[config.mk]
export PLATFORM = sky130hd
export DESIGN_NAME = mbd_out
export DESIGN_NICKNAME = d
export VERILOG_FILES = /design/src/rtl/core/mbd_pkg.sv /design/src/rtl/core/mbd_out.sv
export SDC_FILE = /design/constraint.sdc
export NUM_CORES = 1
export LEC_CHECK = 0
export BUFFER_PORTS_ARGS = -buffer_cell sky130_fd_sc_hd__buf_2
export CAP_MARGIN = 20
export CORE_MARGIN = 8
export CORE_UTILIZATION = 54
export CTS_BUF_LIST = sky130_fd_sc_hd__clkbuf_16
export DETAILED_ROUTE_END_ITERATION = 8
export PLACE_DENSITY = 0.92
export SYNTH_ARGS = -nofsm -noshare
export SYNTH_HDL_FRONTEND = slang
export SYNTH_SLANG_ARGS = --single-unit
[constraint.sdc]
create_clock -name clk -period 6.2 [get_ports clk]
set_clock_uncertainty 0.1 [all_clocks]
set_input_delay 1.24 -clock clk [delete_from_list [all_inputs] [get_ports clk]]
set_output_delay 1.24 -clock clk [all_outputs]
set_load 0.02 [all_outputs]
[src/rtl/core/mbd_pkg.sv]
// Shared types and constants for the 2x2 box mipmap downsampler.
// Used by mbd_ctrl, mbd_out and the top level under rtl/core; depends on nothing.
package mbd_pkg;

  localparam int MAX_WIDTH   = 2048;
  localparam int STORE_DEPTH = MAX_WIDTH / 2;
  localparam int ADDR_W      = $clog2(STORE_DEPTH);
  localparam int COL_W       = $clog2(MAX_WIDTH);

  localparam int CHAN_W  = 8;
  localparam int LANE_W  = CHAN_W + 1;
  localparam int SWIDTH_W  = 12;
  localparam int SHEIGHT_W = 16;
  localparam int ROW_W   = SHEIGHT_W;
  localparam int CFG_DATA_W = 16;
  localparam int CFG_IDX_W  = 2;

  localparam int MIN_DIM = 16;

  // Configuration register indexes.
  localparam logic [CFG_IDX_W-1:0] REG_SRC_WIDTH  = CFG_IDX_W'(0);
  localparam logic [CFG_IDX_W-1:0] REG_SRC_HEIGHT = CFG_IDX_W'(1);

  // Four 9-bit lanes holding red, green, blue and alpha or their pair sums.
  typedef struct packed {
    logic [LANE_W-1:0] alpha;
    logic [LANE_W-1:0] blue;
    logic [LANE_W-1:0] green;
    logic [LANE_W-1:0] red;
  } lanes_t;

  localparam int LANES_W = $bits(lanes_t);

  // Line store access issued at the input transfer.
  typedef struct packed {
    logic              we;
    logic              re;
    logic [ADDR_W-1:0] addr;
    lanes_t            wdata;
  } ram_req_t;

  // Item handed from the front end to the result stage.
  typedef struct packed {
    logic   load;
    logic   last;
    lanes_t pair;
  } item_t;

endpackage

[src/rtl/core/mbd_out.sv]
// Result side: holds a pending block pair sum while the line store read lands,
// then adds the stored sums, divides by four and presents the result register.
// Depends on mbd_pkg.
module mbd_out (
  input  logic                        clk,
  input  logic                        rst_n,
  input  mbd_pkg::item_t              item,
  input  mbd_pkg::lanes_t             above,
  input  logic                        out_stall,
  output logic                        busy,
  output logic                        out_valid,
  output logic [mbd_pkg::CHAN_W-1:0]  red,
  output logic [mbd_pkg::CHAN_W-1:0]  green,
  output logic [mbd_pkg::CHAN_W-1:0]  blue,
  output logic [mbd_pkg::CHAN_W-1:0]  alpha,
  output logic                        last
);

  logic                       s1_valid_r;
  logic                       s1_last_r;
  mbd_pkg::lanes_t            s1_pair_r;
  logic                       out_valid_r;
  logic                       last_r;
  logic [mbd_pkg::CHAN_W-1:0] red_r, green_r, blue_r, alpha_r;
  logic [mbd_pkg::CHAN_W-1:0] red_nxt, green_nxt, blue_nxt, alpha_nxt;
  logic [mbd_pkg::LANE_W:0]   sum_r, sum_g, sum_b, sum_a;
  logic                       out_free;
  logic                       advance;

  assign out_free = !out_valid_r || !out_stall;
  assign advance  = s1_valid_r && out_free;
  // A new input would overwrite the held line store read data.
  assign busy     = s1_valid_r && !out_free;

  always_comb begin
    sum_r = {1'b0, above.red}   + {1'b0, s1_pair_r.red};
    sum_g = {1'b0, above.green} + {1'b0, s1_pair_r.green};
    sum_b = {1'b0, above.blue}  + {1'b0, s1_pair_r.blue};
    sum_a = {1'b0, above.alpha} + {1'b0, s1_pair_r.alpha};
    red_nxt   = sum_r[mbd_pkg::LANE_W:2];
    green_nxt = sum_g[mbd_pkg::LANE_W:2];
    blue_nxt  = sum_b[mbd_pkg::LANE_W:2];
    alpha_nxt = sum_a[mbd_pkg::LANE_W:2];
  end

  always_ff @(posedge clk) begin
    if (!rst_n) begin
      s1_valid_r  <= 1'b0;
      out_valid_r <= 1'b0;
    end else begin
      if (item.load) begin
        s1_valid_r <= 1'b1;
      end else if (advance) begin
        s1_valid_r <= 1'b0;
      end
      if (advance) begin
        out_valid_r <= 1'b1;
      end else if (!out_stall) begin
        out_valid_r <= 1'b0;
      end
    end
  end

  always_ff @(posedge clk) begin
    if (item.load) begin
      s1_pair_r <= item.pair;
      s1_last_r <= item.last;
    end
    if (advance) begin
      red_r   <= red_nxt;
      green_r <= green_nxt;
      blue_r  <= blue_nxt;
      alpha_r <= alpha_nxt;
      last_r  <= s1_last_r;
    end
  end

  assign out_valid = out_valid_r;
  assign red       = red_r;
  assign green     = green_r;
  assign blue      = blue_r;
  assign alpha     = alpha_r;
  assign last      = last_r;

endmodule

==> qor.yml, run 1 <==
cts_root_buf: "clkbuf_16"
layout-drive-gt1-share: 0.3642
synth-adder-area-share: 0.1204
synth_compound_area_frac: 0.1159
reg2reg_from: "s1_pair_r[33]$_DFFE_PP_"
fp.dieW_um: 94.48
placementRows: 28
yosysSeqAreaShare: 0.6441
crit_path_start: "out_stall"
syn_inst: 218
ys_top_cells_by_area: "edfxtp_1 (63%), ha_1 (12%), xnor2_1 (4.2%), a21o_1 (2.7%), a21oi_1 (2.3%)"
portBuffers: 111
dpl_worst_slack_ps: 3143
antenna_found_initial: 0
r2r_setup_slack_ps: 4130
syn_area_per_cell_um2: 15.26
powerDensity_nw_per_um2: 297.7
worstSetupStartpointType: "input pin"
hold_ws_ps: 330.7
fin_tns_setup_ps: 0
synthXorXnorAreaFrac: 0.06057
clock_latency_ps: 310
ir_worst_vdd_uv: 215.4
clock-sinks: 72
syn_to_final_growth_pct: 28.07
pin_count: 112
grt_use_total: 0.1622
cts_made_buffers: 9
synthSimpleGateAreaFrac: 0.05568
cts_tree: "yes"
setup_violations: 0
cts.path.max_buffers: 2
drt-total-wl_mm: 7.138
vias: 2278
drt_iter0_markers: 78
cpMostUsedCell: "buf_2"
post_drt_wl_per_cell_um: 16.95
fin_area_um2: 4259
grt_pass1_vias: 2492
cellLeakagePower_nw: 1.907
start_util: 0.5617
clk_pin_slew_ps: 50
r2r_cells: 5
outcome: "finished, final reports clean"
grt_overflow_total: 0
worstPathMaxFanout: 3
period_needed_ps: 3068
drt-pass1-iter-count: 4
cts_resized: 0
holdPathStages: 0
hold_end: "last$_DFFE_PP_"
critPathArrivalTime_ps: 1730
synthMuxAreaShare: 0
crit_slowest_cell: "and3_1"
post_dp_cell_area_um2: 3986
timing.slew.headroom: 0.4322
path_cells: "buf_2 -> and3_1 -> buf_2"
syn-num-nets: 327
timing.final.crit_share: 0.4948
htreeDepth: 3
max_clock_freq_ghz: 0.3260
hold_viol: 0
synthesis.area_um2: 3326
synth_top_area_share: 0.6321
nFillCells: 416
r2r-end: "alpha[6]$_DFFE_PP_"
grt_start_max_net_pins: 39
max_stage_delay_ps: 190
rsz0062_at_grt: "false"
final_antenna_net_count: 0
gp_congestion: 0.8112
cts_hold_buffers: 0
drv_cap: 0
setup_ws_ps: 3132
post_cts_buffers: 0
worstPathRequired_ps: 4860
slew_viol_final: 0
grt_pass1_wl_mm: 11.27
path_class: "in -> out"
synth-seq-cells: 72
die-area_um2: 8926
final_cells: 421
diodes: 0
hold_path.class: "reg -> reg"
synth_top_area_cell: "edfxtp_1"
hpwlAfterDp_mm: 5.661
synth.distinct_cells: 30
yosys_warnings: 0
dieHeight_um: 94.48
via_per_inst: 5.411
worstMarginPinSlew_ps: 851.7
place_inst: 404
drc: 0
synth_top_family_by_area: "adder cells"
core_area_um2: 5921
cp-end-kind: "output port"
hp-start: "s1_last_r$_DFFE_PP_"
nets: 450
sequential cells by signal (all words and copies together) (netlist names):
name	cells
alpha	8
blue	8
green	8
last	1
out_valid	1
red	8
s1_last_r	1
s1_pair_r	36
s1_valid_r	1
report_power, final:
| group | switching, mW | internal [mW] |
|---|---|---|
| clock | 0.165 | 0.261 |
| sequential | 0.0119 | 0.593 |
| combinational | 0.133 | 0.104 |
| total | 0.310 | 0.958 |
layer usage:
metal	part of all wire	vias up	routed length, um	track usage
met3	0.087	11	623	0.06190
li1	-	1104	-	-
met1	0.36	1056	2552	0.1573
met2	0.54	107	3851	0.3013
met4	0.015	0	110	0.06502
met5	0	-	0	0
critical path: cells and delay by family:
kind | cells | cell delay (ps)
buffers and inverters | 2 | 300
and+or+nand+nor | 1 | 190
cell usage after synthesis (all sizes together):
library cell  number
a2111oi            1
a211o              3
a211oi             1
a21boi             1
a21o              12
a21oi             15
a221o              1
a221oi             5
a22o               3
a31oi              3
and2               1
and3               8
dfxtp              2
edfxtp            70
ha                32
inv                3
nand2              7
nand2b             2
nand3              1
nand4              3
nor2              11
nor2b              2
nor3               2
o211ai             3
o21a               1
o21bai             1
o311ai             1
xnor2             16
xor2               7
how the worst max path moves through the flow:
stage	endpoint	cells after the start
final	busy	3
after floorplan	alpha[0]$_DFFE_PP_	1
after global routing	busy	3
after detailed placement	busy	3
after global placement	busy	3
after CTS	busy	3
layout make-up:
class                      count  area, um^2  area share
inverter                       3       11.26    0.002644
tap                           75       93.84     0.02203
clock inverter                 7       27.53    0.006463
timing repair buffer         112       575.6      0.1351
sequential                    72        2142      0.5029
multi-input combinational    143        1184      0.2779
clock buffer                   9       225.2     0.05288
cells by family after synthesis:
logic type               after synthesis
flip-flops                            72
AO/OA/AOI/OAI                         51
AND/OR/NAND/NOR                       37
adder cells (fa/ha/maj)               32
XOR/XNOR                              23
buffers and inverters                  3
stage by stage:
step	util	power [mW]
final	0.7194	1.268
after global routing	0.7194	1.326
after CTS	0.7160	1.276
after detailed placement	0.6733	0.8500
after global placement	0.6733	0.8322
after floorplan	-	0.7689
cells in the final DEF (no fill, tap or decap), types with 4 or more instances in the layout:
cell | netlist | routed
ha_1 | 32 | 32
a21o_1 | 12 | 12
a221oi_1 | 4 | 4
buf_2 | 0 | 111
xor2_1 | 7 | 7
edfxtp_1 | 70 | 70
clkbuf_16 | 0 | 9
nor2_1 | 11 | 11
and3_1 | 8 | 8
nand2_1 | 7 | 7
inv_1 | 3 | 8
a21oi_1 | 15 | 15
xnor2_1 | 16 | 16
Power figures use the tool's default switching activity.
==> run 2: changes to the inputs <==
CORE_UTILIZATION = 50   (was 54)
PLACE_DENSITY = 0.86   (was 0.92)
clock period = 2.9 ns   (was 6.2 ns; I/O delays follow)
==> run 2 against run 1 <==
Effect of this change: sequential power increased by 110%; power increased by 110%; combinational power increased by 110%; non-clock buffer count unchanged; cell area decreased by 0.18%; critical endpoint is now alpha[7]$_DFFE_PP_; global-route usage decreased by 1.8 points; first-iteration DRC count decreased by 50%; highest routed layer unchanged; sequential share of layout area increased by 0.089 points; via count decreased by 1.8%; hold slack got worse by 11 ps.
==> qor.yml, run 2 (synthesis results as in run 1) <==
grt_use_total: 0.1447  # was 0.1622
slew_viol_final: 0  # unchanged
final_antenna_net_count: 0  # unchanged
cts_made_buffers: 9  # unchanged
drt-pass1-iter-count: 4  # unchanged
top_register: "s1_pair_r"  # unchanged
antenna_found_initial: 0  # unchanged
setup_violations: 0  # unchanged
crit_slowest_cell: "edfxtp_1"  # was and3_1
drv_cap: 0  # unchanged
final_common_cell: "buf_2"  # unchanged
pin_count: 112  # unchanged
dpl_worst_slack_ps: 495.4  # was 3143 ps
cts.path.max_buffers: 2  # unchanged
cp-end-kind: "register"  # was output port
grt_overflow_total: 0  # unchanged
post_cts_buffers: 0  # unchanged
timing.final.crit_share: 0.7193
drt_iter0_markers: 39  # was 78
clock_latency_ps: 320  # was 310 ps
vias: 2237  # was 2,278
use_met3: 0.05334  # was 0.06190
cts_root_buf: "clkbuf_16"  # unchanged
path_class: "reg -> reg"  # was in -> out
period_needed_ps: 2086
grt_busiest_layer: "met2"  # unchanged
path_cells: "ha_1 -> and2_4 -> a221o_1 -> a221oi_2 -> o21bai_1"  # was buf_2 -> and3_1 -> buf_2
cts_tree: "yes"  # unchanged
outcome: "finished, final reports clean"  # unchanged
clock-sinks: 72  # unchanged
htreeDepth: 3  # unchanged
most-common-layout-cells: "buf_2 (111), edfxtp_1 (70), ha_1 (32)"  # unchanged
clk_pin_slew_ps: 50  # about the same
cellLeakagePower_nw: 1.893  # was 1.907 nW
drc: 0  # unchanged
powerDensity_nw_per_um2: 640.0  # was 297.7 nW/um^2
die-area_um2: 9517  # was 8926 um^2
nets: 450  # unchanged
cts_resized: 0  # unchanged
via_per_inst: 5.288  # was 5.411
critPathArrivalTime_ps: 2050  # was 1730 ps
worstPathRequired_ps: 2870  # was 4860 ps
grt_start_max_net_pins: 39  # unchanged
cp_top_family: "compound AO/OA/AOI/OAI gates"  # was buffers and inverters
grtUsageMet2: 0.2721  # was 0.3013
hold_viol: 0  # unchanged
dieHeight_um: 97.56  # was 94.48 um
portBuffers: 111  # unchanged
grt_pass1_vias: 2450  # was 2,492
worstSetupStartpointType: "register"  # was input pin
layout-drive-gt1-share: 0.3699  # was 0.3642
core_area_um2: 6386  # was 5921 um^2
diodes: 0  # unchanged
cts_hold_buffers: 0  # unchanged
ir_worst_vdd_uv: 387.7  # was 215.4 uV
setup_ws_ps: 814.1  # was 3132 ps
r2r_setup_slack_ps: 810  # was 4130 ps
timing.slew.headroom: 0.4226  # was 0.4322
syn_to_final_growth_pct: 27.84  # was 28.07%
hold_path.class: "reg -> reg"  # unchanged
hpwlAfterDp_mm: 5.461  # was 5.661 mm
post_drt_wl_per_cell_um: 16.33  # was 16.95 um
rsz0062_at_grt: "false"  # unchanged
max_clock_freq_ghz: 0.4794
grt_pass1_wl_mm: 10.99  # was 11.27 mm
fp.dieW_um: 97.56  # was 94.48 um
max_stage_delay_ps: 390  # was 190 ps
cp_num_buf_inv: 0  # was 2
placementRows: 29  # was 28
largest_reg_flops: 36  # unchanged
start_util: 0.5208  # was 0.5617
grtUsageMet1: 0.1321  # was 0.1573
drt-total-wl_mm: 6.906  # was 7.138 mm
worstMarginPinSlew_ps: 866.1  # was 851.7 ps
gp_congestion: 0.7868  # was 0.8112
fin_tns_setup_ps: 0  # unchanged
worstPathMaxFanout: 5  # was 3
## run 2: per-stage QoR
| stage | utilization | cell area [um^2] | total power [mW] | instances | hold slack, ps |
|---|---|---|---|---|---|
| 2_1_floorplan | - | 3326 | 1.643 | 218 | 300.3 |
| 3_3_place_gp | 0.6258 | 3996 | 1.783 | 407 | 301.3 |
| 3_5_place_dp | 0.6258 | 3996 | 1.812 | 407 | 305.4 |
| 4_1_cts | 0.6658 | 4252 | 2.749 | 423 | 319.7 |
| 5_1_grt | 0.6658 | 4252 | 2.839 | 423 | 317.6 |
| 6_report | 0.6658 | 4252 | 2.721 | 423 | 319.5 |
## run 2: layout make-up
type                    instances  area (um^2)
well taps                      77        96.34
fillers                       481         2135
inverters                       3        11.26
clock inverters                 7        30.03
multi-input cells             143         1184
clock buffers                   9        225.2
flip-flops and latches         72         2142
repair buffers                112        563.0
## run 2: final timing paths
kind / cells after the start / endpoint / startpoint
worst min register to register: 0 / last$_DFFE_PP_ / s1_last_r$_DFFE_PP_
worst max register to register: 5 / alpha[7]$_DFFE_PP_ / s1_pair_r[33]$_DFFE_PP_
worst min-delay path: 0 / last$_DFFE_PP_ / s1_last_r$_DFFE_PP_
worst max-delay path: 5 / alpha[7]$_DFFE_PP_ / s1_pair_r[33]$_DFFE_PP_
## run 2: power by group
part	switching (mW)	internal [mW]
logic	0.277	0.220
registers	0.0244	1.27
clock network	0.371	0.560
## run 2: routing by layer
metal / share of wire / vias up
met1: 0.38 / 1025
met5: 0 / -
met3: 0.069 / 16
met4: 0.024 / 0
met2: 0.53 / 87
li1: - / 1109
