<file path="src/rtl/core/mbd_pkg.sv">
// Shared types and constants for the 2x2 box mipmap downsampler.
// Used by mbd_ctrl, mbd_out and the top level under rtl/core; depends on nothing.
package mbd_pkg;

  localparam int MAX_WIDTH   = 2048;
  localparam int STORE_DEPTH = MAX_WIDTH / 2;
  localparam int ADDR_W      = $clog2(STORE_DEPTH);
  localparam int COL_W       = $clog2(MAX_WIDTH);

  localparam int CHAN_W  = 8;
  localparam int LANE_W  = CHAN_W + 1;
  localparam int SWIDTH_W  = 12;
  localparam int SHEIGHT_W = 16;
  localparam int ROW_W   = SHEIGHT_W;
  localparam int CFG_DATA_W = 16;
  localparam int CFG_IDX_W  = 2;

  localparam int MIN_DIM = 16;

  // Configuration register indexes.
  localparam logic [CFG_IDX_W-1:0] REG_SRC_WIDTH  = CFG_IDX_W'(0);
  localparam logic [CFG_IDX_W-1:0] REG_SRC_HEIGHT = CFG_IDX_W'(1);

  // Four 9-bit lanes holding red, green, blue and alpha or their pair sums.
  typedef struct packed {
    logic [LANE_W-1:0] alpha;
    logic [LANE_W-1:0] blue;
    logic [LANE_W-1:0] green;
    logic [LANE_W-1:0] red;
  } lanes_t;

  localparam int LANES_W = $bits(lanes_t);

  // Line store access issued at the input transfer.
  typedef struct packed {
    logic              we;
    logic              re;
    logic [ADDR_W-1:0] addr;
    lanes_t            wdata;
  } ram_req_t;

  // Item handed from the front end to the result stage.
  typedef struct packed {
    logic   load;
    logic   last;
    lanes_t pair;
  } item_t;

endpackage

</file>
<file path="src/rtl/core/mbd_ctrl.sv">
// Front end: configuration registers, column and row counters, pair hold,
// pair sums and line store requests. Depends on mbd_pkg.
module mbd_ctrl (
  input  logic                            clk,
  input  logic                            rst_n,
  input  logic                            cfg_we,
  input  logic [mbd_pkg::CFG_IDX_W-1:0]   cfg_index,
  input  logic [mbd_pkg::CFG_DATA_W-1:0]  cfg_data,
  input  logic                            accept,
  input  logic [mbd_pkg::CHAN_W-1:0]      red,
  input  logic [mbd_pkg::CHAN_W-1:0]      green,
  input  logic [mbd_pkg::CHAN_W-1:0]      blue,
  input  logic [mbd_pkg::CHAN_W-1:0]      alpha,
  output mbd_pkg::ram_req_t               ram_req,
  output mbd_pkg::item_t                  item
);

  localparam logic [mbd_pkg::SWIDTH_W-1:0] W_CLIP = mbd_pkg::SWIDTH_W'(mbd_pkg::MAX_WIDTH);

  logic [mbd_pkg::SWIDTH_W-1:0]  width_r;
  logic [mbd_pkg::SHEIGHT_W-1:0] height_r;
  logic [mbd_pkg::COL_W-1:0]     col_r, col_nxt;
  logic [mbd_pkg::ROW_W-1:0]     row_r, row_nxt;
  mbd_pkg::lanes_t               hold_r;

  logic [mbd_pkg::SWIDTH_W-1:0]  eff_w;
  logic [mbd_pkg::SWIDTH_W-1:0]  col_inc;
  logic [mbd_pkg::ROW_W:0]       row_inc;
  logic [mbd_pkg::SWIDTH_W-1:0]  last_col;
  logic [mbd_pkg::ROW_W-1:0]     last_row;
  logic                          big_enough;
  logic                          odd_col;
  logic                          odd_row;
  mbd_pkg::lanes_t               pix;
  mbd_pkg::lanes_t               pair;

  always_ff @(posedge clk) begin
    if (!rst_n) begin
      width_r  <= '0;
      height_r <= '0;
    end else if (cfg_we) begin
      if (cfg_index == mbd_pkg::REG_SRC_WIDTH) begin
        width_r <= cfg_data[mbd_pkg::SWIDTH_W-1:0];
      end else if (cfg_index == mbd_pkg::REG_SRC_HEIGHT) begin
        height_r <= cfg_data[mbd_pkg::SHEIGHT_W-1:0];
      end
    end
  end

  always_comb begin
    eff_w      = (width_r > W_CLIP) ? W_CLIP : width_r;
    col_inc    = mbd_pkg::SWIDTH_W'(col_r) + mbd_pkg::SWIDTH_W'(1);
    row_inc    = {1'b0, row_r} + (mbd_pkg::ROW_W + 1)'(1);
    last_col   = {eff_w[mbd_pkg::SWIDTH_W-1:1], 1'b0} - mbd_pkg::SWIDTH_W'(1);
    last_row   = {height_r[mbd_pkg::SHEIGHT_W-1:1], 1'b0} - mbd_pkg::ROW_W'(1);
    big_enough = (eff_w > mbd_pkg::SWIDTH_W'(mbd_pkg::MIN_DIM)) &&
                 (height_r > mbd_pkg::SHEIGHT_W'(mbd_pkg::MIN_DIM));
    odd_col    = col_r[0];
    odd_row    = row_r[0];

    pix.red   = {1'b0, red};
    pix.green = {1'b0, green};
    pix.blue  = {1'b0, blue};
    pix.alpha = {1'b0, alpha};
    pair.red   = hold_r.red   + pix.red;
    pair.green = hold_r.green + pix.green;
    pair.blue  = hold_r.blue  + pix.blue;
    pair.alpha = hold_r.alpha + pix.alpha;

    // Counters wrap at the bound; a zero bound wraps on every pixel.
    if (col_inc >= eff_w) begin
      col_nxt = '0;
      row_nxt = (row_inc >= {1'b0, height_r}) ? '0 : row_inc[mbd_pkg::ROW_W-1:0];
    end else begin
      col_nxt = col_inc[mbd_pkg::COL_W-1:0];
      row_nxt = row_r;
    end

    // Even rows store pair sums; odd rows read them back for the block total.
    ram_req.we    = accept && odd_col && !odd_row;
    ram_req.re    = accept && odd_col && odd_row && big_enough;
    ram_req.addr  = col_r[mbd_pkg::COL_W-1:1];
    ram_req.wdata = pair;

    item.load = ram_req.re;
    item.last = (mbd_pkg::SWIDTH_W'(col_r) == last_col) && (row_r == last_row);
    item.pair = pair;
  end

  always_ff @(posedge clk) begin
    if (!rst_n) begin
      col_r  <= '0;
      row_r  <= '0;
      hold_r <= '0;
    end else if (accept) begin
      col_r <= col_nxt;
      row_r <= row_nxt;
      if (!odd_col) begin
        hold_r <= pix;
      end
    end
  end

endmodule

</file>
<file path="config.mk">
export PLATFORM = sky130hd
export DESIGN_NAME = mbd_ctrl
export DESIGN_NICKNAME = d
export VERILOG_FILES = /design/src/rtl/core/mbd_pkg.sv /design/src/rtl/core/mbd_ctrl.sv
export SDC_FILE = /design/constraint.sdc
export NUM_CORES = 1
export LEC_CHECK = 0
export BUFFER_PORTS_ARGS = -buffer_cell sky130_fd_sc_hd__buf_2
export CAP_MARGIN = 40
export CORE_MARGIN = 3
export CORE_UTILIZATION = 45
export DETAILED_ROUTE_END_ITERATION = 10
export PLACE_DENSITY_LB_ADDON = 0.3
export SETUP_SLACK_MARGIN = 0.2
export SYNTH_ARGS = -nofsm -noshare
export SYNTH_HDL_FRONTEND = slang
export SYNTH_SLANG_ARGS = --single-unit
</file>
<file path="constraint.sdc">
create_clock -name clk -period 6.25 [get_ports clk]
set_clock_uncertainty 0.15 [all_clocks]
set_input_delay 0.625 -clock clk [delete_from_list [all_inputs] [get_ports clk]]
set_output_delay 0.625 -clock clk [all_outputs]
set_load 0.05 [all_outputs]
</file>
==> results of run 1 <==
-- stage by stage --
step           setup slack, ps   util  cells  hold slack [ps]
2_1_floorplan             1950      -    918              297
3_3_place_gp              2000  0.488   1167              307
3_5_place_dp              1920  0.488   1167              315
4_1_cts                   1530  0.510   1183              324
5_1_grt                   1190  0.510   1183              337
6_report                  1480  0.510   1183              318
-- power by group through the flow --
stage	clock network (mW)	registers, mW	logic, mW
6_report	0.604	0.605	0.732
3_5_place_dp	0	0.617	0.735
5_1_grt	0.643	0.609	0.787
2_1_floorplan	0	0.606	0.641
3_3_place_gp	0	0.616	0.732
4_1_cts	0.616	0.604	0.737
-- logic make-up (layout without fill, tap and decap cells) --
group / count (synthesis) / in the layout / share of synthesized area
simple gates: 331 / 331 / 0.230
buf+inv: 156 / 210 / 0.113
compound gates: 193 / 193 / 0.182
mux: 11 / 11 / 0.0159
flops: 87 / 87 / 0.246
xor+xnor: 72 / 72 / 0.0889
fa+ha+maj: 68 / 68 / 0.124
-- layout by cell type (no fill, tap or decap), types with 8 or more instances in the layout --
master,count
nand2_1,143
buf_2,139
dfxtp_1,87
ha_1,64
a21boi_0,58
inv_1,50
xnor2_1,45
o21ai_0,40
nand3_1,35
nor2_1,34
a21oi_1,28
xor2_1,27
nor2b_1,20
nor3_1,17
a21o_1,13
nand2b_1,13
nand3b_1,13
and3_1,10
nand4_1,10
mux2i_1,9
clkbuf_16,9
nor4_1,8
o211ai_1,8
-- final timing paths --
kind | startpoint | end | slack, ps
setup / recovery | width_r[11] | item[36] | 1480
hold / removal | hold_r[32] | hold_r[32] | 320
setup reg to reg | row_r[0] | row_r[12] | 1960
hold reg to reg | hold_r[32] | hold_r[32] | 320
-- flip-flops by register name (all words and copies together) (netlist names) --
name	flops
hold_r	32
height_r	16
row_r	16
width_r	12
col_r	11
-- critical path: stages, from the launching register on --
cell,delay [ps]
dfxtp_1,640
inv_1,320
nand2_1,170
ha_1,330
o21ai_0,260
a31oi_1,240
nand4_1,110
or4_1,500
or4_1,430
nor4_2,340
buf_2,320
-- cell usage after synthesis, drive strengths merged, types with 3 or more instances --
cell,number
mux2i,9
ha,64
nor2b,21
nor3,17
a211oi,3
nand4,10
xor2,27
o211ai,8
o221ai,5
a31oi,6
nand2,143
xnor2,45
o21a,5
nor4,10
dfxtp,87
a21o,13
nor2,34
buf,53
o22ai,6
or3b,4
fa,4
o31ai,3
a21oi,28
nand3,35
inv,50
nand2b,13
and2,6
o21ai,41
or4,5
nand3b,13
clkbuf,52
a21boi,59
and3,10
-- area by class of cell --
class                      count  area, um^2
clock inverter                 6        91.3
tap                          211         264
inverter                      50         188
sequential                    87        1740
clock buffer                  10         239
fill                        1538        7510
multi-input combinational    675        4550
timing repair buffer         144         733
-- layer usage --
metal | up-vias | routed length (um) | global-route usage
met5 | - | 0 | 0
li1 | 3208 | - | -
met2 | 146 | 7460 | 0.298
met3 | 14 | 801 | 0.0375
met1 | 2883 | 7760 | 0.250
met4 | 0 | 161 | 0.0403
==> metrics, run 1 <==
status=finished, final reports clean; worst vdd ir=133 uV; Wirelength per Cell=~14 um; FF+latch count, synth=87; Design Power=about 1.9 mW; Sw Share=0.413; Via density=5.28; Slew Viols, Final=0; share of post-route cells with drive strength above 1=0.181; Max Fclk=about 210 MHz; Clk pwr share=0.311; ranking of synthesized cells by area=dfxtp_1 25%, ha_1 11%, nand2_1 7.6%, a21boi_0 6.1%, xnor2_1 5.6%; fin crit period=roughly 4800 ps; Synth top area share=0.246; post-route cell area=between 7000 and 8000 um^2; Crit Path Max Fanout=16; CP startpoint kind=flip-flop; hold bufs inserted after CTS=0; sequential fraction of design power=0.312; final worst-path cycle share=0.762; antenna fix cells=0; Distinct cells, synth=63; required time worst endpoint=around 5500 ps; sequential share of the synthesized area=0.246; vias in the first global route=roughly 5600; ANT nets after route=0; power per cell area=between 200 and 250 nW/um^2; Clock transition at path regs=approximately 70 ps; Worst EP arrival=~4000 ps; CTS sink cnt=87; Psw=approximately 800 uW; unrepaired setup endpoints after global routing=false; slew of the pin with the lowest slew margin=670 ps; Fin. Hold Viols=0; CTS buffer count=9; WS Path Type=reg -> out; post-cts resize count=0; pin count of the biggest net entering global routing=78; Remaining Overflow, GRT=0; Hold Path Class=reg -> reg; CTS root buffer=clkbuf_16; max capacitance violation total=0; # IOs=140; CTS H-tree depth=3; Post-synth top flop=dfxtp_1; nets=~1100; hpwl dp=between 10 and 15 mm; Yosys Warn Count=0; Row Count=between 40 and 50; Post-synth EDFFs=0; Max-Slew Margin vs Limit=0.553; Clk Latency, worst-skew pair=between 300 and 400 ps; Yosys top cell by area=dfxtp_1; CTS tree=done; placed instance area=roughly 7500 um^2; setup_tns=0 ps; post-CTS setup buffers=0; Reg2Reg Depth=11; Combinational Power Share=0.377; initial antenna violation count=0; starting density of the core=0.463; Die ar.=17300 um^2; Syn Nets=1040; Worst setup EP type=output port; final wirelength=about 16 mm; GRT Overall Usage=0.183; clk buf depth=2; die height=approximately 130 um; gate count of the mapped netlist=a little over 900; Final GP Congestion=between 0.9 and 1; Mapped Area=about 7100 um^2; Syn Area/Cell=approximately 7.7 um^2; Pint=around 1.1 mW; Buffers on Ports=about 140; Final setup viols=0; first-pass GRT wire length=between 20 and 30 mm; DRT iter0 DRCs=between 300 and 400; Cells on Worst Hold Path=2; Die X=roughly 130 um; CORE AREA=roughly 15000 um^2; ys async rst share=0; Pleak=between 3 and 4 nW; area growth from synthesis to final layout=10.1%; drt pass-1 iters=5; drt drc=0; vias=6251
No activity file was read; power rests on OpenSTA's default activity.
==> inputs of run 2 (changes only) <==
ABC_AREA = 1   (was default)
clock period = 4.13 ns   (was 6.25 ns; I/O delays follow)
==> metrics, run 2 <==
CTS buffer count=9 (unchanged); first-pass GRT wire length=28.6 mm (was 26.9 mm); status=finished, final reports clean (unchanged); CP startpoint kind=flip-flop (unchanged); Sw Share=0.480 (was 0.413); Layout Cells excl Fill=1281 (was 1183); Cells on Worst Hold Path=3 (was 2); Synth top area share=0.255 (was 0.246); ys async rst share=0 (unchanged); required time worst endpoint=3570 ps (was 5470 ps); CTS sink cnt=87 (unchanged); fin worst setup slack=506 ps (was 1480 ps); Worst Hold Launch=red[3] (was hold_r[32]); placed instance area=7310 um^2 (was 7480 um^2); Slew Viols, Final=0 (unchanged); Design Power=3.71 mW (was 1.94 mW); post-CTS setup buffers=0 (unchanged); max capacitance violation total=0 (unchanged); biggest regs=hold_r (32), height_r (16), row_r (16) (unchanged); drt pass-1 iters=5 (unchanged); FF+latch count, synth=87 (unchanged); sequential share of the synthesized area=0.255 (was 0.246); ranking of synthesized cells by area=dfxtp_1 26%, ha_1 12%, nand2_1 9.3%, nor2_1 7.9%, o21ai_0 7.0% (was dfxtp_1 25%, ha_1 11%, nand2_1 7.6%, a21boi_0 6.1%, xnor2_1 5.6%); Remaining Overflow, GRT=0 (unchanged); initial antenna violation count=0 (unchanged); vias=6560 (was 6251); Die X=129 um (was 132 um); CORE AREA=14700 um^2 (was 15300 um^2); Yosys Warn Count=0 (unchanged); Distinct cells, synth=41 (was 63); hold endpoint=hold_r[3] (was hold_r[32]); Via density=5.12 (was 5.28); clk buf depth=2 (unchanged); fin crit period=approximately 3600 ps; Max-Slew Margin vs Limit=0.426 (was 0.553); max reg flops=32 (unchanged); unrepaired setup endpoints after global routing=false (unchanged); Fin. Hold Viols=0 (unchanged); share of post-route cells with drive strength above 1=0.167 (was 0.181); Pleak=3.89 nW (was 3.42 nW); cell types with the highest counts after synthesis=170 x nand2_1, 143 x nor2_1, 114 x inv_1, 96 x o21ai_0, 87 x dfxtp_1 (was 143 x nand2_1, 87 x dfxtp_1, 64 x ha_1, 58 x a21boi_0, 50 x inv_1); nets=1214 (was 1089); GRT Overall Usage=0.209 (was 0.183); hold bufs inserted after CTS=0 (unchanged); launch point of the worst reg-to-reg path=col_r[0] (was row_r[0]); Die ar.=16700 um^2 (was 17300 um^2); reg2reg setup slack=630 ps (was 1960 ps); commonest non-fill, non-tap cell in the layout=nand2_1 (unchanged); Clk Latency, worst-skew pair=350 ps (about the same); DRT iter0 DRCs=525 (was 396); Combinational Power Share=0.483 (was 0.377); post-route cell area=7640 um^2 (was 7810 um^2); Worst EP arrival=3060 ps (was 3990 ps); Wirelength per Cell=13.4 um (was 13.7 um); antenna fix cells=0 (unchanged); Reg2Reg Depth=15 (was 11); setup_tns=0 ps (unchanged); top-count cell post-synth=nand2_1 (unchanged); Max Fclk=around 280 MHz; Final setup viols=0 (unchanged); most frequent cells in the layout=169 x nand2_1, 141 x nor2_1, 138 x buf_2, 114 x inv_1, 96 x o21ai_0 (was 143 x nand2_1, 139 x buf_2, 87 x dfxtp_1, 64 x ha_1, 58 x a21boi_0); ANT nets after route=0 (unchanged); starting density of the core=0.465 (was 0.463); Row Count=44 (was 45); WS Path Type=reg -> out (unchanged); Hold Path Class=in -> reg (was reg -> reg); vias in the first global route=6052 (was 5551); worst vdd ir=372 uV (was 133 uV); area growth from synthesis to final layout=11.9% (was 10.1%); Worst R2R End=row_r[4] (was row_r[12]); final worst-path cycle share=0.877; WHS=153 ps (was 318 ps); Mapped Area=6830 um^2 (was 7090 um^2); Pint=1.93 mW (was 1.14 mW); Worst setup EP type=output port (unchanged); Yosys top cell by area=dfxtp_1 (unchanged); CTS H-tree depth=3 (unchanged); Setup WS pre-CTS=662 ps (was 1920 ps); hpwl dp=13.6 mm (was 12.4 mm); power per cell area=485 nW/um^2 (was 249 nW/um^2); final wirelength=17.2 mm (was 16.2 mm); drt drc=0 (unchanged); Final GP Congestion=0.903 (was 0.961); Reg with most FFs=hold_r (unchanged); Placed Cells=1265 (was 1167); CTS tree=done (unchanged); Post-synth EDFFs=0 (unchanged); Syn Area/Cell=6.72 um^2 (was 7.72 um^2); pin count of the biggest net entering global routing=54 (was 78); Psw=1.78 mW (was 802 uW); Clock transition at path regs=70 ps (about the same); # IOs=140 (unchanged); CTS root buffer=clkbuf_16 (unchanged); Buffers on Ports=139 (unchanged); die height=129 um (was 132 um); Post-synth top flop=dfxtp_1 (unchanged); final core area utilization=0.520 (was 0.510); sequential fraction of design power=0.274 (was 0.312); Syn Nets=1138 (was 1040); gate count of the mapped netlist=1016 (was 918); Crit Path Max Fanout=14 (was 16); Clk pwr share=0.243 (was 0.311); slew of the pin with the lowest slew margin=861 ps (was 670 ps)
run 2: changes by cell type in the layout (fill, tap and decap cells not counted), sizes merged, moves of 30 or more:
cell / before / now
a21boi: 59 / 1
a21oi: 28 / 85
inv: 51 / 121
nand2: 143 / 173
nor2: 34 / 151
o21ai: 41 / 101
xnor2: 45 / 12
run 2: final cells by class:
type / count / area [um^2]
Timing Repair Buffer: 143 / 736
Fill cell: 1487 / 7060
Sequential cell: 87 / 1740
Tap cell: 184 / 230
Multi-Input combinational cell: 731 / 4160
Inverter: 120 / 450
Clock inverter: 6 / 91.3
Clock buffer: 10 / 229
run 2: routing by layer:
layer | wire length (um) | vias to the layer above | share of wire | GRT usage
met5 | 0 | - | 0 | 0
met4 | 230 | 0 | 0.013 | 0.0457
met3 | 1320 | 19 | 0.077 | 0.0511
met2 | 7430 | 226 | 0.43 | 0.328
met1 | 8230 | 2920 | 0.48 | 0.293
li1 | - | 3395 | - | -
run 2: cells by family after synthesis:
logic type                 count (synthesis)  share of synthesized area
AOI/OAI and AO/OA                        198                      0.150
xor gates and xnor gates                  58                     0.0744
adders and majority gates                 68                      0.129
buffers and inverters                    198                      0.137
DFF                                       87                      0.255
and+or+nand+nor                          407                      0.254
run 2: worst max path at each step:
stage / slack, ps / start / depth (start not counted) / to
after detailed placement: 660 / col_r[0] / 15 / row_r[4]
after floorplan: 870 / red[2] / 12 / ram_req[7]
after CTS: 340 / width_r[4] / 21 / item[36]
final: 510 / width_r[1] / 20 / item[36]
after global placement: 760 / col_r[0] / 15 / row_r[14]
after global routing: 200 / width_r[4] / 21 / item[36]
run 2: timing repair:
item                                    CTS  global route
endpoints found under the setup margin    0             1
gates resized for setup                   0             4
hold endpoints to repair                  0             0
run 2: power groups by stage:
stage / combinational, mW / clock, mW / sequential (mW)
finish: 1.79 / 0.903 / 1.01
global route: 1.96 / 0.956 / 1.03
CTS: 1.80 / 0.922 / 1.01
detailed placement: 1.79 / 0 / 1.03
global placement: 1.78 / 0 / 1.03
floorplan: 1.55 / 0 / 0.998
run 2: critical path: stages (launching register included):
cell and delay, ps:
dfxtp_1 360, or2_1 240, nor2_1 130, nand2_2 110
nand2_8 130, nand2_1 110, ha_1 310, nand2_1 70
inv_1 40, nor2_1 90, nand2_1 70, nor2_1 100
nand4_1 80, nor2_1 100, nand2_1 60, nor2_1 180
nand2_1 80, nor2_1 90, nand2_1 70, nor2_2 70
clkbuf_4 230
==> inputs of run 3 (changes only) <==
PLACE_DENSITY = 0.67   (was default)
PLACE_DENSITY_LB_ADDON = default   (was 0.3)
SKIP_CTS_REPAIR_TIMING = 1   (was default)
==> metrics, run 3 (synthesized netlist as in run 2, its figures left out) <==
Die X=129 um (unchanged); max reg flops=32 (unchanged); Fin. Hold Viols=0 (unchanged); die height=129 um (unchanged); hpwl dp=13.5 mm (was 13.6 mm); first-pass GRT wire length=28.4 mm (was 28.6 mm); area growth from synthesis to final layout=11.3% (was 11.9%); Max Fclk=276 MHz (about the same); Wirelength per Cell=13.4 um (about the same); Reg with most FFs=hold_r (unchanged); CORE AREA=14700 um^2 (unchanged); hold endpoint=hold_r[13] (was hold_r[3]); setup_tns=0 ps (unchanged); Die ar.=16700 um^2 (unchanged); Worst setup EP type=output port (unchanged); biggest regs=hold_r (32), height_r (16), row_r (16) (unchanged); Slew Viols, Final=0 (unchanged); Setup WS pre-CTS=684 ps (was 662 ps); pin count of the biggest net entering global routing=55 (was 54); slew of the pin with the lowest slew margin=877 ps (was 861 ps); initial antenna violation count=0 (unchanged); drt pass-1 iters=5 (unchanged); Worst R2R End=row_r[9] (was row_r[4]); antenna fix cells=0 (unchanged); Row Count=44 (unchanged); worst vdd ir=403 uV (was 372 uV); DRT iter0 DRCs=455 (was 525); final wirelength=17.1 mm (was 17.2 mm); CTS root buffer=clkbuf_16 (unchanged); starting density of the core=0.465 (unchanged); CTS sink cnt=87 (unchanged); CTS H-tree depth=3 (unchanged); commonest non-fill, non-tap cell in the layout=nand2_1 (unchanged); Clk Latency, worst-skew pair=350 ps (about the same); reg2reg setup slack=740 ps (was 630 ps); nets=1214 (unchanged); drt drc=0 (unchanged); max capacitance violation total=0 (unchanged); CTS tree=done (unchanged); Worst EP arrival=3060 ps (about the same); Final GP Congestion=0.901 (was 0.903); Max-Slew Margin vs Limit=0.416 (was 0.426); Pleak=3.87 nW (was 3.89 nW); final worst-path cycle share=0.878 (was 0.877); vias in the first global route=5897 (was 6052); Via density=5.10 (was 5.12); CP startpoint kind=flip-flop (unchanged); fin crit period=3630 ps (was 3620 ps); vias=6532 (was 6560); Crit Path Max Fanout=14 (unchanged); Reg2Reg Depth=15 (unchanged); unrepaired setup endpoints after global routing=true (was false); Worst Hold Launch=green[4] (was red[3]); WHS=154 ps (was 153 ps); # IOs=140 (unchanged); status=finished, final reports clean (unchanged); Buffers on Ports=139 (unchanged); share of post-route cells with drive strength above 1=0.167 (about the same); CTS buffer count=9 (unchanged); Clock transition at path regs=60 ps (was 70 ps); Remaining Overflow, GRT=0 (unchanged); power per cell area=473 nW/um^2 (was 485 nW/um^2); Final setup viols=0 (unchanged); launch point of the worst reg-to-reg path=col_r[0] (unchanged); final core area utilization=0.517 (was 0.520); WS Path Type=reg -> out (unchanged); most frequent cells in the layout=169 x nand2_1, 141 x nor2_1, 138 x buf_2, 113 x inv_1, 96 x o21ai_0 (was 169 x nand2_1, 141 x nor2_1, 138 x buf_2, 114 x inv_1, 96 x o21ai_0); GRT Overall Usage=0.209 (about the same); required time worst endpoint=3570 ps (about the same); ANT nets after route=0 (unchanged); Hold Path Class=in -> reg (unchanged); clk buf depth=2 (unchanged); fin worst setup slack=503 ps (was 506 ps); Cells on Worst Hold Path=3 (unchanged)
[run 3: cell types whose count changed in the layout (fill, tap and decap cells not counted), sizes merged]
cell / previous run / this run
bufinv: 2 / 0
clkbuf: 11 / 13
inv: 121 / 119
clkinvlp: 0 / 1
[run 3: worst max-delay path by stage]
stage | from | to | slack (ps)
floorplan | red[2] | ram_req[7] | 870
CTS | width_r[1] | item[36] | 330
finish | width_r[1] | item[36] | 500
global placement | width_r[4] | item[36] | 750
detailed placement | col_r[0] | row_r[0] | 680
global route | width_r[1] | item[36] | 160
[run 3: metal layers]
metal,vias to the layer above,global-route usage,part of all wire
li1,3393,-,-
met1,2887,0.304,0.49
met2,231,0.313,0.42
met4,0,0.0587,0.016
met5,-,0,0
met3,21,0.0429,0.074
[run 3: cell type report]
type                       instances  area [um^2]
timing repair buffer             143          736
sequential                        87         1740
multi-input combinational        731         4160
inverter                         120          454
fill                            1513         7100
clock inverter                     3         26.3
tap                              184          230
clock buffer                      12          256
[run 3: critical path, cell delays in order (launching register included)]
cell      delay [ps]
dfxtp_1          360
or2_1            250
nor2_1           140
nand2_2           90
nand2_4          170
nand2_2          140
ha_1             300
nand2_1           70
inv_1             40
nor2_1            90
nand2_1           80
nor2_1           100
nand4_1           80
nor2_1           100
nand2_1           70
nor2_2           150
nand2_1           70
nor2_1            80
nand2_1           60
nor2_2            70
clkbuf_4         220
[run 3: power by group]
group | leakage [nW] | internal (mW) | switching (mW)
Clock | 0.139 | 0.442 | 0.351
Sequential | 0.715 | 0.923 | 0.0935
Combinational | 3.01 | 0.470 | 1.32
Total | 3.87 | 1.83 | 1.76
[run 3: per-stage QoR]
stage                     cell area, um^2  std cells  power (mW)
after global routing                 7600       1280        3.83
after detailed placement             7310       1265        2.82
final                                7600       1280        3.60
after floorplan                      6830       1016        2.55
after CTS                            7590       1280        3.62
after global placement               7290       1264        2.81
